$ cat config.mk
export PLATFORM = sky130hd
export DESIGN_NAME = exact_size_block_pool_unit
export DESIGN_NICKNAME = d
export VERILOG_FILES = /design/src/esbp_pkg.sv /design/src/esbp_datapath.sv /design/src/esbp_ctrl.sv /design/src/exact_size_block_pool_unit.sv
export SDC_FILE = /design/constraint.sdc
export NUM_CORES = 2
export LEC_CHECK = 0
export BUFFER_PORTS_ARGS = -buffer_cell sky130_fd_sc_hd__buf_2
export CAP_MARGIN = 20
export CORE_MARGIN = 8
export CORE_UTILIZATION = 23
export DETAILED_ROUTE_END_ITERATION = 8
export GPL_ROUTABILITY_DRIVEN = 0
export PLACE_DENSITY = 0.34
export SKIP_LAST_GASP = 1
export SYNTH_ARGS = -nofsm -noshare
export SYNTH_HDL_FRONTEND = slang
export SYNTH_SLANG_ARGS = --single-unit
$ cat constraint.sdc
create_clock -name clk -period 25.5 [get_ports clk]
set_clock_uncertainty 0.05 [all_clocks]
set_input_delay 1.275 -clock clk [delete_from_list [all_inputs] [get_ports clk]]
set_output_delay 1.275 -clock clk [all_outputs]
set_load 0.02 [all_outputs]
$ cat src/esbp_pkg.sv
// package for the exact-size block pool: widths, payload structs, op codes, states
// used by every module of the block

package esbp_pkg;

    localparam int POOL_DEPTH = 16;
    localparam int STAT_DEPTH = 16;
    localparam int PIDX_W = $clog2(POOL_DEPTH);
    localparam int SIDX_W = $clog2(STAT_DEPTH);
    localparam int AGE_W = $clog2(POOL_DEPTH);
    localparam int HANDLE_W = 48;
    localparam int SIZE_W = 32;
    localparam int COUNT_W = 16;
    localparam logic [COUNT_W-1:0] COUNT_MAX = '1;

    typedef enum logic [1:0] {
        OP_ACQUIRE = 2'd0,
        OP_RELEASE = 2'd1,
        OP_DRAIN   = 2'd2,
        OP_NONE    = 2'd3
    } op_t;

    typedef struct packed {
        logic [1:0]          operation;
        logic [SIZE_W-1:0]   size_bytes;
        logic [HANDLE_W-1:0] handle_in;
        logic                free_to_device;
    } in_item_t;

    typedef struct packed {
        logic                hit;
        logic [HANDLE_W-1:0] handle_out;
        logic                handle_valid;
        logic [COUNT_W-1:0]  serve_count;
        logic                pool_full;
        logic                stats_full;
        logic                last;
    } out_item_t;

    typedef enum logic [2:0] {
        ST_IDLE,
        ST_EXEC,
        ST_DRAIN,
        ST_OUT
    } state_t;

    // controller to datapath
    typedef struct packed {
        logic load;       // capture input item and match vectors
        logic exec;       // perform acquire / release / simple result
        logic drain_step; // emit the current drain handle
        logic drain_clear;
    } ctrl_t;

    // datapath to controller
    typedef struct packed {
        logic is_drain;
        logic is_drain_emit;
        logic drain_last;
    } stat_t;

endpackage

$ cat src/esbp_datapath.sv
// datapath of the exact-size block pool: pool and count tables, tag compare, result register
// depends on esbp_pkg

module esbp_datapath
    import esbp_pkg::*;
(
    input  logic      clk,
    input  logic      rst_n,
    input  in_item_t  item_in,
    input  ctrl_t     ctrl,
    output stat_t     status,
    output out_item_t result
);

    logic [HANDLE_W-1:0] entry_handle_reg [POOL_DEPTH];
    logic [SIZE_W-1:0]   entry_size_reg [POOL_DEPTH];
    logic [AGE_W-1:0]    entry_age_reg [POOL_DEPTH];
    logic [POOL_DEPTH-1:0] entry_valid_reg;
    logic [SIZE_W-1:0]   stat_size_reg [STAT_DEPTH];
    logic [COUNT_W-1:0]  stat_count_reg [STAT_DEPTH];
    logic [STAT_DEPTH-1:0] stat_valid_reg;

    in_item_t item_reg;
    logic [POOL_DEPTH-1:0] pmatch_reg;
    logic [STAT_DEPTH-1:0] smatch_reg;
    logic [AGE_W:0] drain_age_reg;
    logic [AGE_W:0] total_reg;
    out_item_t result_reg;
    out_item_t result_next;

    // first stage: parallel tag compare against the incoming item
    logic [POOL_DEPTH-1:0] pmatch_next;
    logic [STAT_DEPTH-1:0] smatch_next;
    always_comb
    begin
        for (int i = 0; i < POOL_DEPTH; i++)
            pmatch_next[i] = entry_valid_reg[i] && entry_size_reg[i] == item_in.size_bytes;
        for (int i = 0; i < STAT_DEPTH; i++)
            smatch_next[i] = stat_valid_reg[i] && stat_size_reg[i] == item_in.size_bytes;
    end

    // second stage: selections from the registered match vectors
    logic              best_found;
    logic [PIDX_W-1:0] best_idx;
    logic [AGE_W-1:0]  best_age;
    logic              s_found;
    logic [SIDX_W-1:0] s_idx;
    logic              s_free_found;
    logic [SIDX_W-1:0] s_free_idx;
    logic              p_free_found;
    logic [PIDX_W-1:0] p_free_idx;
    logic [AGE_W:0]    valid_cnt;
    logic [PIDX_W-1:0] drain_idx;
    always_comb
    begin
        best_found = 1'b0;
        best_idx = '0;
        best_age = '0;
        s_found = 1'b0;
        s_idx = '0;
        s_free_found = 1'b0;
        s_free_idx = '0;
        p_free_found = 1'b0;
        p_free_idx = '0;
        valid_cnt = '0;
        drain_idx = '0;
        // ages of valid entries are distinct, so the lowest matching age is a one-hot pick
        for (int i = 0; i < POOL_DEPTH; i++)
        begin
            if (pmatch_reg[i] && (!best_found || entry_age_reg[i] < best_age))
            begin
                best_found = 1'b1;
                best_idx = PIDX_W'(i);
                best_age = entry_age_reg[i];
            end
            if (!entry_valid_reg[i] && !p_free_found)
            begin
                p_free_found = 1'b1;
                p_free_idx = PIDX_W'(i);
            end
            valid_cnt = valid_cnt + (AGE_W+1)'(entry_valid_reg[i]);
            if (entry_valid_reg[i] && {1'b0, entry_age_reg[i]} == drain_age_reg)
                drain_idx = PIDX_W'(i);
        end
        for (int i = 0; i < STAT_DEPTH; i++)
        begin
            if (smatch_reg[i])
            begin
                s_found = 1'b1;
                s_idx = SIDX_W'(i);
            end
            if (!stat_valid_reg[i] && !s_free_found)
            begin
                s_free_found = 1'b1;
                s_free_idx = SIDX_W'(i);
            end
        end
    end

    logic              s_ok;
    logic [SIDX_W-1:0] s_use;
    logic [COUNT_W-1:0] s_cur;
    logic [COUNT_W-1:0] s_inc;
    assign s_ok  = s_found || s_free_found;
    assign s_use = s_found ? s_idx : s_free_idx;
    assign s_cur = s_found ? stat_count_reg[s_idx] : '0;
    assign s_inc = (s_cur == COUNT_MAX) ? s_cur : s_cur + COUNT_W'(1);

    assign status.is_drain = item_reg.operation == OP_DRAIN;
    assign status.is_drain_emit = item_reg.operation == OP_DRAIN && item_reg.free_to_device
                                  && total_reg != '0;
    assign status.drain_last = drain_age_reg + (AGE_W+1)'(1) == total_reg;

    always_comb
    begin
        result_next = '0;
        result_next.last = 1'b1;
        if (ctrl.drain_step)
        begin
            result_next.handle_out = entry_handle_reg[drain_idx];
            result_next.handle_valid = 1'b1;
            result_next.last = status.drain_last;
        end
        else if (item_reg.operation == OP_ACQUIRE)
        begin
            result_next.hit = best_found;
            result_next.handle_valid = best_found;
            result_next.handle_out = best_found ? entry_handle_reg[best_idx] : '0;
            result_next.serve_count = !s_ok ? '0 : (best_found ? s_inc : s_cur);
            result_next.stats_full = !s_ok;
        end
        else if (item_reg.operation == OP_RELEASE)
            result_next.pool_full = !p_free_found;
    end

    always_ff @(posedge clk or negedge rst_n)
    begin
        if (!rst_n)
        begin
            entry_valid_reg <= '0;
            stat_valid_reg <= '0;
            for (int i = 0; i < POOL_DEPTH; i++)
                entry_age_reg[i] <= '0;
            for (int i = 0; i < STAT_DEPTH; i++)
                stat_count_reg[i] <= '0;
            drain_age_reg <= '0;
            total_reg <= '0;
        end
        else
        begin
            if (ctrl.load)
            begin
                drain_age_reg <= '0;
                total_reg <= valid_cnt;
            end
            if (ctrl.exec)
            begin
                unique case (op_t'(item_reg.operation))
                    OP_ACQUIRE:
                    begin
                        if (!s_found && s_free_found)
                            stat_valid_reg[s_free_idx] <= 1'b1;
                        if (s_ok)
                            stat_count_reg[s_use] <= best_found ? s_inc : s_cur;
                        if (best_found)
                        begin
                            entry_valid_reg[best_idx] <= 1'b0;
                            for (int i = 0; i < POOL_DEPTH; i++)
                                if (entry_valid_reg[i] && entry_age_reg[i] > best_age)
                                    entry_age_reg[i] <= entry_age_reg[i] - AGE_W'(1);
                        end
                    end
                    OP_RELEASE:
                    begin
                        if (p_free_found)
                        begin
                            for (int i = 0; i < POOL_DEPTH; i++)
                                if (entry_valid_reg[i])
                                    entry_age_reg[i] <= entry_age_reg[i] + AGE_W'(1);
                            entry_valid_reg[p_free_idx] <= 1'b1;
                            entry_age_reg[p_free_idx] <= '0;
                        end
                    end
                    default:
                    begin
                    end
                endcase
            end
            if (ctrl.drain_step)
                drain_age_reg <= drain_age_reg + (AGE_W+1)'(1);
            if (ctrl.drain_clear)
            begin
                entry_valid_reg <= '0;
                stat_valid_reg <= '0;
                for (int i = 0; i < STAT_DEPTH; i++)
                    stat_count_reg[i] <= '0;
            end
        end
    end

    // payload registers, no reset
    always_ff @(posedge clk)
    begin
        if (ctrl.load)
        begin
            item_reg <= item_in;
            pmatch_reg <= pmatch_next;
            smatch_reg <= smatch_next;
        end
        if (ctrl.exec && item_reg.operation == OP_RELEASE && p_free_found)
        begin
            entry_handle_reg[p_free_idx] <= item_reg.handle_in;
            entry_size_reg[p_free_idx] <= item_reg.size_bytes;
        end
        if (ctrl.exec && item_reg.operation == OP_ACQUIRE && !s_found && s_free_found)
            stat_size_reg[s_free_idx] <= item_reg.size_bytes;
        if (ctrl.exec || ctrl.drain_step)
            result_reg <= result_next;
    end

    assign result = result_reg;

    a_ages_below_count: assert property (@(posedge clk) disable iff (!rst_n)
        ctrl.drain_step |-> drain_age_reg < total_reg)
        else $error("drain walked past the pooled entries");
    a_release_sets_valid: assert property (@(posedge clk) disable iff (!rst_n)
        (ctrl.exec && item_reg.operation == OP_RELEASE && p_free_found)
        |=> entry_valid_reg != '0)
        else $error("release left the pool empty");
    a_drain_clears: assert property (@(posedge clk) disable iff (!rst_n)
        ctrl.drain_clear |=> entry_valid_reg == '0 && stat_valid_reg == '0)
        else $error("drain did not clear the tables");

endmodule

$ cat src/esbp_ctrl.sv
// controller of the exact-size block pool: sequences load, execute, drain and output
// depends on esbp_pkg

module esbp_ctrl
    import esbp_pkg::*;
(
    input  logic  clk,
    input  logic  rst_n,
    input  logic  in_valid,
    output logic  in_ready,
    output logic  out_valid,
    input  logic  out_ready,
    input  stat_t status,
    output ctrl_t ctrl
);

    state_t state_reg, state_next;
    logic is_drain_reg, is_drain_next;

    // remember whether the result held in the output register was the final one
    logic result_last_seen;
    logic last_reg;
    assign result_last_seen = last_reg;

    logic out_fire;
    assign out_fire = out_valid && out_ready;

    always_comb
    begin
        state_next = state_reg;
        is_drain_next = is_drain_reg;
        unique case (state_reg)
            ST_IDLE:
                if (in_valid)
                    state_next = ST_EXEC;
            ST_EXEC:
                if (status.is_drain_emit)
                    state_next = ST_DRAIN;
                else
                    state_next = ST_OUT;
            ST_DRAIN:
                state_next = ST_OUT;
            ST_OUT:
                if (out_fire)
                begin
                    if (is_drain_reg && !result_last_seen)
                        state_next = ST_DRAIN;
                    else
                        state_next = ST_IDLE;
                end
            default:
                state_next = ST_IDLE;
        endcase
        if (state_reg == ST_EXEC)
            is_drain_next = status.is_drain_emit;
    end

    always_comb
    begin
        ctrl = '0;
        in_ready = 1'b0;
        out_valid = 1'b0;
        unique case (state_reg)
            ST_IDLE:
            begin
                in_ready = 1'b1;
                ctrl.load = in_valid;
            end
            ST_EXEC:
            begin
                ctrl.exec = !status.is_drain_emit;
                ctrl.drain_clear = !status.is_drain_emit && status.is_drain;
            end
            ST_DRAIN:
            begin
                ctrl.drain_step = 1'b1;
                ctrl.drain_clear = status.drain_last;
            end
            ST_OUT:
            begin
                out_valid = 1'b1;
            end
            default:
            begin
            end
        endcase
    end

    always_ff @(posedge clk or negedge rst_n)
    begin
        if (!rst_n)
        begin
            state_reg <= ST_IDLE;
            is_drain_reg <= 1'b0;
            last_reg <= 1'b0;
        end
        else
        begin
            state_reg <= state_next;
            is_drain_reg <= is_drain_next;
            if (ctrl.drain_step)
                last_reg <= status.drain_last;
        end
    end

    a_one_side: assert property (@(posedge clk) disable iff (!rst_n)
        !(in_ready && out_valid))
        else $error("input and output open together");
    a_drain_step_then_out: assert property (@(posedge clk) disable iff (!rst_n)
        ctrl.drain_step |=> out_valid)
        else $error("drain step not presented");
    a_exec_after_load: assert property (@(posedge clk) disable iff (!rst_n)
        (in_ready && in_valid) |=> state_reg == ST_EXEC)
        else $error("accepted item not executed");

endmodule

$ cat src/exact_size_block_pool_unit.sv
// Exact-size block pool. An accepted item goes through tag compare, then table update into
// the output register, where its result is presented; an emitting drain presents its handles
// one at a time while the receiver takes them. The next item is accepted in the cycle after
// the last result of the previous one is taken, so the unit holds only one item at a time.
// depends on esbp_pkg, esbp_ctrl, esbp_datapath

module exact_size_block_pool_unit
    import esbp_pkg::*;
(
    input  logic      clk,
    input  logic      rst_n,
    input  logic      in_valid,
    output logic      in_ready,
    input  in_item_t  in_data,
    output logic      out_valid,
    input  logic      out_ready,
    output out_item_t out_data
);

    ctrl_t ctrl;
    stat_t status;

    esbp_ctrl u_ctrl (
        .clk       (clk),
        .rst_n     (rst_n),
        .in_valid  (in_valid),
        .in_ready  (in_ready),
        .out_valid (out_valid),
        .out_ready (out_ready),
        .status    (status),
        .ctrl      (ctrl)
    );

    esbp_datapath u_dp (
        .clk     (clk),
        .rst_n   (rst_n),
        .item_in (in_data),
        .ctrl    (ctrl),
        .status  (status),
        .result  (out_data)
    );

endmodule

Yosys cells after proc, flatten, opt, wreduce, memory -nomap -nowiden

Memories as Yosys holds them, arrays and structs flattened.
Index checks and enable logic that the tools add are counted.
Widths: inputs -> output; s select.

Bitwise gates (word level): 12
$lt $le $gt $ge: 42
Muxes and demuxes: 290
Equality and inequality tests: 76
Reduce and logical (&&, ||, !) cells: 252
Add/subtract/negate cells: 49

Operators by type and width:

| operator            | number |
|---|---|
| $eq 32x32->1        | 32 |
| $mux 256            | 4 |
| $mux 4              | 138 |
| $bwmux 256          | 1 |
| $mux 16             | 15 |
| $mux 64             | 2 |
| $pmux 64 s2         | 1 |
| $logic_and 1x1->1   | 124 |
| $mux 1              | 82 |
| $reduce_and 5->1    | 16 |
| $logic_not 1->1     | 78 |
| $eq 4x5->1          | 15 |
| $add 5x1->5         | 14 |
| $mux 3              | 22 |
| $mux 65             | 1 |
| $add 4x1->4 const B | 16 |
| $and 64x64->64      | 1 |
| $bmux 16 s4         | 1 |
| $demux 16 s4        | 1 |
| $gt 4x4->1          | 16 |
| $not 64->64         | 1 |
| $sub 4x1->4 const B | 16 |
| $lt 4x4->1          | 15 |
| $mux 49             | 1 |
| 40 further kinds    | 108 |

Input port bits: 87
Memories kept: 3
Register bits: 551
RAM bits: 1792

Memory list:

| memory                | words | bits a word | rd ports | clocked after memory_dff | write ports | line                | text |
|---|---|---|---|---|---|---|---|
| u_dp.entry_handle_reg | 16    | 48          | 2        | 0                        | 1           | esbp_datapath.sv:15 | `logic [HANDLE_W-1:0] entry_handle_reg [POOL_DEPTH];` |
| u_dp.entry_size_reg   | 16    | 32          | 16       | 0                        | 1           | esbp_datapath.sv:16 | `logic [SIZE_W-1:0] entry_size_reg [POOL_DEPTH];` |
| u_dp.stat_size_reg    | 16    | 32          | 16       | 0                        | 1           | esbp_datapath.sv:19 | `logic [SIZE_W-1:0] stat_size_reg [STAT_DEPTH];` |

Depth between registers and ports, before layout

Depth in word-level cells: 71
Mapped depth: 142

Cells and area by module

Synthesis repeated with hierarchy kept, for this count alone.

Cell total of the unflattened synthesis: 8627
Area total of the unflattened synthesis: 109882.9 um2

By module, submodules not included:

| module        | times used | area each (um2) | seq. area each (um2) | cells an instance |
|---|---|---|---|---|
| esbp_datapath | 1          | 109608.9        | 68395.6              | 8601 |
| esbp_ctrl     | 1          | 274.0           | 100.1                | 26 |

Least setup slack after synthesis

Ideal clock, no wire load.

Path kind: register to register
From: reg u_dp.entry_age_reg[62] (netlist name)
To: reg u_dp.entry_age_reg[43] (netlist name)
Required time: 25.320 ns
Cell stages (with the launch flop): 135
Period minus slack after synthesis: 24.953 ns
Slack: 0.547 ns
Data arrival time: 24.774 ns
Cell sequence: dfrtp_1 > clkbuf_1 > nand2_1 > ha_1 > o211ai_1 > o211ai_1 > nand2_1 > o21ai_0 > inv_1 > ha_1 > o211ai_1 > and3_1 > nor2_1 > or2_0 > clkbuf_1 > nor2_1 > a21oi_1 > inv_1 > (+99 left out) > ha_1 > a21oi_1 > nor2_1 > a21oi_1 > a31oi_2 > nor2_1 > clkbuf_1 > buf_2 > nor2_1 > a21oi_1 > ha_1 > a21o_1 > maj3_1 > a21oi_1 > nor2_1 > o21ai_0 > o21bai_1 > o21ai_0

Cells in the longest elaborated chain, start to end: 65
Elaborated cells on any way between the ends: 95
Classes of those cells: order compare (16); eq/ne (2); mux (31); reduce/logical (46)

Ends and longest elaborated chain:

| item                                          | line                 | text |
|---|---|---|
| from (decl)                                   | esbp_datapath.sv:17  | `logic [AGE_W-1:0] entry_age_reg [POOL_DEPTH];` |
| from (signal, indexed assignment)             | esbp_datapath.sv:170 | `entry_age_reg[i] <= entry_age_reg[i] - AGE_W'(1);` |
| from (signal, indexed assignment)             | esbp_datapath.sv:179 | `entry_age_reg[i] <= entry_age_reg[i] + AGE_W'(1);` |
| $mux 4 *                                      | esbp_datapath.sv:70  | `if (pmatch_reg[i] && (!best_found \|\| entry_age_reg[i] < best_age))` |
| $lt 4x4->1                                    | esbp_datapath.sv:70  |  |
| $logic_or 1x1->1                              | esbp_datapath.sv:70  |  |
| $logic_and 1x1->1                             | esbp_datapath.sv:70  |  |
| $mux 4 or $mux 1 (tied branches)              | esbp_datapath.sv:70  |  |
| $lt 4x4->1 or $logic_not 1->1 (tied branches) | esbp_datapath.sv:70  |  |
| $logic_or 1x1->1                              | esbp_datapath.sv:70  |  |
| $logic_and 1x1->1                             | esbp_datapath.sv:70  |  |
| (+49 left out)                                | --                   |  |
| $lt 4x4->1 or $logic_not 1->1 (tied branches) | esbp_datapath.sv:70  |  |
| $logic_or 1x1->1                              | esbp_datapath.sv:70  |  |
| $logic_and 1x1->1                             | esbp_datapath.sv:70  |  |
| $mux 4                                        | esbp_datapath.sv:70  |  |
| $gt 4x4->1                                    | esbp_datapath.sv:169 | `if (entry_valid_reg[i] && entry_age_reg[i] > best_age)` |
| $logic_and 1x1->1                             | esbp_datapath.sv:169 |  |
| $ne 2x2->1 (no source line)                   | --                   |  |
| $reduce_and 5->1 (no source line) *           | --                   |  |

Mark *: on every way between the ends. The rest lies on a longest branch, timed or not.
A chain may end at the register's enable or synchronous reset.

Worst setup path after layout

From: reg u_dp.pmatch_reg[0]
To: reg u_dp.entry_age_reg[43] (netlist name)

Cells in the longest elaborated chain, start to end: 65
Elaborated cells on any way between the ends: 97
Classes of those cells: order compare (16); eq/ne (2); mux (32); reduce/logical (47)

Ends and longest elaborated chain:

| item                                          | line                 | text |
|---|---|---|
| from (decl)                                   | esbp_datapath.sv:24  | `logic [POOL_DEPTH-1:0] pmatch_reg;` |
| from (signal assigned)                        | esbp_datapath.sv:207 | `pmatch_reg <= pmatch_next;` |
| $mux 4 or $mux 1 (tied branches)              | esbp_datapath.sv:70  |  |
| $lt 4x4->1 or $logic_not 1->1 (tied branches) | esbp_datapath.sv:70  |  |
| $logic_or 1x1->1                              | esbp_datapath.sv:70  |  |
| $logic_and 1x1->1                             | esbp_datapath.sv:70  |  |
| $mux 4 or $mux 1 (tied branches)              | esbp_datapath.sv:70  |  |
| $lt 4x4->1 or $logic_not 1->1 (tied branches) | esbp_datapath.sv:70  |  |
| $logic_or 1x1->1                              | esbp_datapath.sv:70  |  |
| $logic_and 1x1->1                             | esbp_datapath.sv:70  |  |
| (+49 left out)                                | --                   |  |
| $lt 4x4->1 or $logic_not 1->1 (tied branches) | esbp_datapath.sv:70  |  |
| $logic_or 1x1->1                              | esbp_datapath.sv:70  |  |
| $logic_and 1x1->1                             | esbp_datapath.sv:70  |  |
| $mux 4                                        | esbp_datapath.sv:70  |  |
| $gt 4x4->1                                    | esbp_datapath.sv:169 |  |
| $logic_and 1x1->1                             | esbp_datapath.sv:169 |  |
| $ne 2x2->1 (no source line)                   | --                   |  |
| $reduce_and 5->1 (no source line) *           | --                   |  |

Marks and branches as above.

==> flow_summary.ini <==
[placed_design]
postPlaceCellArea_um2 = 119800
place_hpwl_mm = 267.7
numPortBuffers = 157

[yosys]
ys_seq_area_frac = 0.6228
synthFlopType = edfxtp_1
synth_cells = 8805
async_reset_ff_frac = 0.1563
yosys.cell_types.count = 109
syn_area_um2 = 110000
yosys_warnings = 0
synth_edf_count = 1976
synth-seq-cells = 2342
synthesis.nets = 9022
synth_area_per_cell_um2 = 12.49

[clock_network]
cts-root-buf = clkbuf_16
htreeDepth = 5
cts_sinks = 2342
path_clk_slew_ps = 60
clock_latency_ps = 970
cts_tree = yes
numCtsBuffers = 299
cts_buffer_depth = 4

[setup_path]
crit_path_start_kind = flip-flop
endpoint_kind = flip-flop
slowest_stage = or4_1
cp_num_buf_inv = 16
cp_common_cell = ha_1
cp_slowest_stage_delay_ps = 450
cp.arrival_ps = 24760
cp.required_ps = 26230
crit_fanout = 18
reg2reg_slack_ps = 1470
critical-path-top-delay-family = compound AO/OA/AOI/OAI gates
crit_type = flip-flop to flip-flop

[floorplanning]
ioPinCount = 158
die_height_um = 707.5
initial_core_util = 0.2304
die_w_um = 707.5
core_area_um2 = 477300
num_rows = 254
die-area_um2 = 500500

[detailed_routing]
drc = 0
vias = 76760
ant_nets = 0
vias_per_cell = 4.909
wire_per_inst_um = 29.93
dr.pass1.iters = 8
wirelength_mm = 468.1
drt_iter0_drc = 7053

[final_layout]
mostFrequentLayoutCells = edfxtp_1 (1976), nand2_1 (1040), xnor2_1 (847)
design_area_um2 = 129900
finalNetCount = 9212
largest_reg_flops = 768
area_growth_pct = 18.09
layout-drive-gt1-share = 0.1311
final_common_cell = edfxtp_1

[timing]
max_slew.worst_pin.slew_ps = 1255
relSlewSlack = 0.1631
finalHoldViolations = 0
setup_viol = 0
fmax_mhz = 41.61
final.period_utilization = 0.9424
fin_crit_ps = 24030
final_max_slew_viol_count = 0

[outcome]
status = finished, final reports clean

[global_routing]
grt_overflow = 0
grt_pass1_wl_mm = 645.6
grt_max_degree = 187
track_usage = 0.1798
grt_pass1_vias = 77430
antenna_found_initial = 43

[run]
max-cap-violations = 0

[hold_path]
hold_class = primary input to async pin
==> cells in the mapped netlist (all sizes together) (196+ instances only) <==
library cell	number	share of area
a211oi	286	0.020
a21oi	306	0.014
a22o	259	0.021
a31oi	196	0.011
and2	209	0.012
clkbuf	452	0.015
dfrtp	366	0.083
edfxtp	1976	0.54
nand2	1050	0.036
nand3	204	0.0093
nand4	264	0.015
nor2	344	0.012
o21ai	298	0.014
xnor2	855	0.068
xor2	248	0.020
==> worst reg2reg max path, delay by kind of cell (launching register included) <==
family                     cells  cell delay (ps)
AOI/OAI and AO/OA             57            10440
adders and majority gates     17             4800
and+or+nand+nor               31             4700
buffers and inverters         16             2080
muxes                          6             1390
DFF                            1              430
==> layout make-up <==
cell class,count,area [um^2]
Fill cell,49040,347500
Sequential cell,2342,68500
Multi-Input combinational cell,5726,39550
Clock buffer,388,8128
Tap cell,6400,8008
Timing Repair Buffer,499,3911
Clock inverter,149,1277
Inverter,127,484.2
Antenna cell,7,17.52
==> metal layers <==
metal | share of wire | GRT usage | wire (um)
met1 | 0.46 | 0.2543 | 217200
met2 | 0.46 | 0.2943 | 217700
met3 | 0.049 | 0.02224 | 22840
met4 | 0.022 | 0.03921 | 10390
met5 | 0 | 0 | 0
==> repair_timing <==
item                                    in CTS  in global routing
gates resized for setup                     10                 68
endpoints found under the setup margin      64                128
setup buffers                                0                 18
hold buffers                                 0                  0
pin swaps                                    0                 25
gates cloned                                 0                  1
==> cell families after synthesis <==
logic type | count (synthesis) | synth area share
flops | 2342 | 0.6228
simple gates | 2468 | 0.1059
compound gates | 1808 | 0.1147
buf+inv | 737 | 0.02584
fa+ha+maj | 136 | 0.01602
xor+xnor | 1103 | 0.08784
mux | 211 | 0.02695
==> metrics by stage <==
stage	hold WS (ps)	TNS [ps]	worst slack, ps	util	instances
after floorplan	402.2	0	546.7	-	8805
after global placement	419.0	0	9.534	0.2507	15060
after detailed placement	425.7	-6598	-350.9	0.2510	15070
after CTS	307.4	0	27.37	0.2708	15600
after global routing	377.7	-1887	-119.0	0.2720	15630
final	363.0	0	1469	0.2721	15640
==> final timing paths <==
path / from / to / cells past startpoint
setup / recovery: u_dp.pmatch_reg[0] / u_dp.entry_age_reg[43] / 127
hold / removal: rst_n / u_dp.stat_count_reg[87] / 1
setup reg to reg: u_dp.pmatch_reg[0] / u_dp.entry_age_reg[43] / 127
hold reg to reg: u_ctrl.is_drain_reg / u_ctrl.is_drain_reg / 1
max in group asynchronous: rst_n / u_dp.entry_age_reg[56] / 3
min in group clk: u_ctrl.is_drain_reg / u_ctrl.is_drain_reg / 1
Power is not shown: default switching activity piles up to over one toggle a cycle in this logic, so the estimate is an artifact.
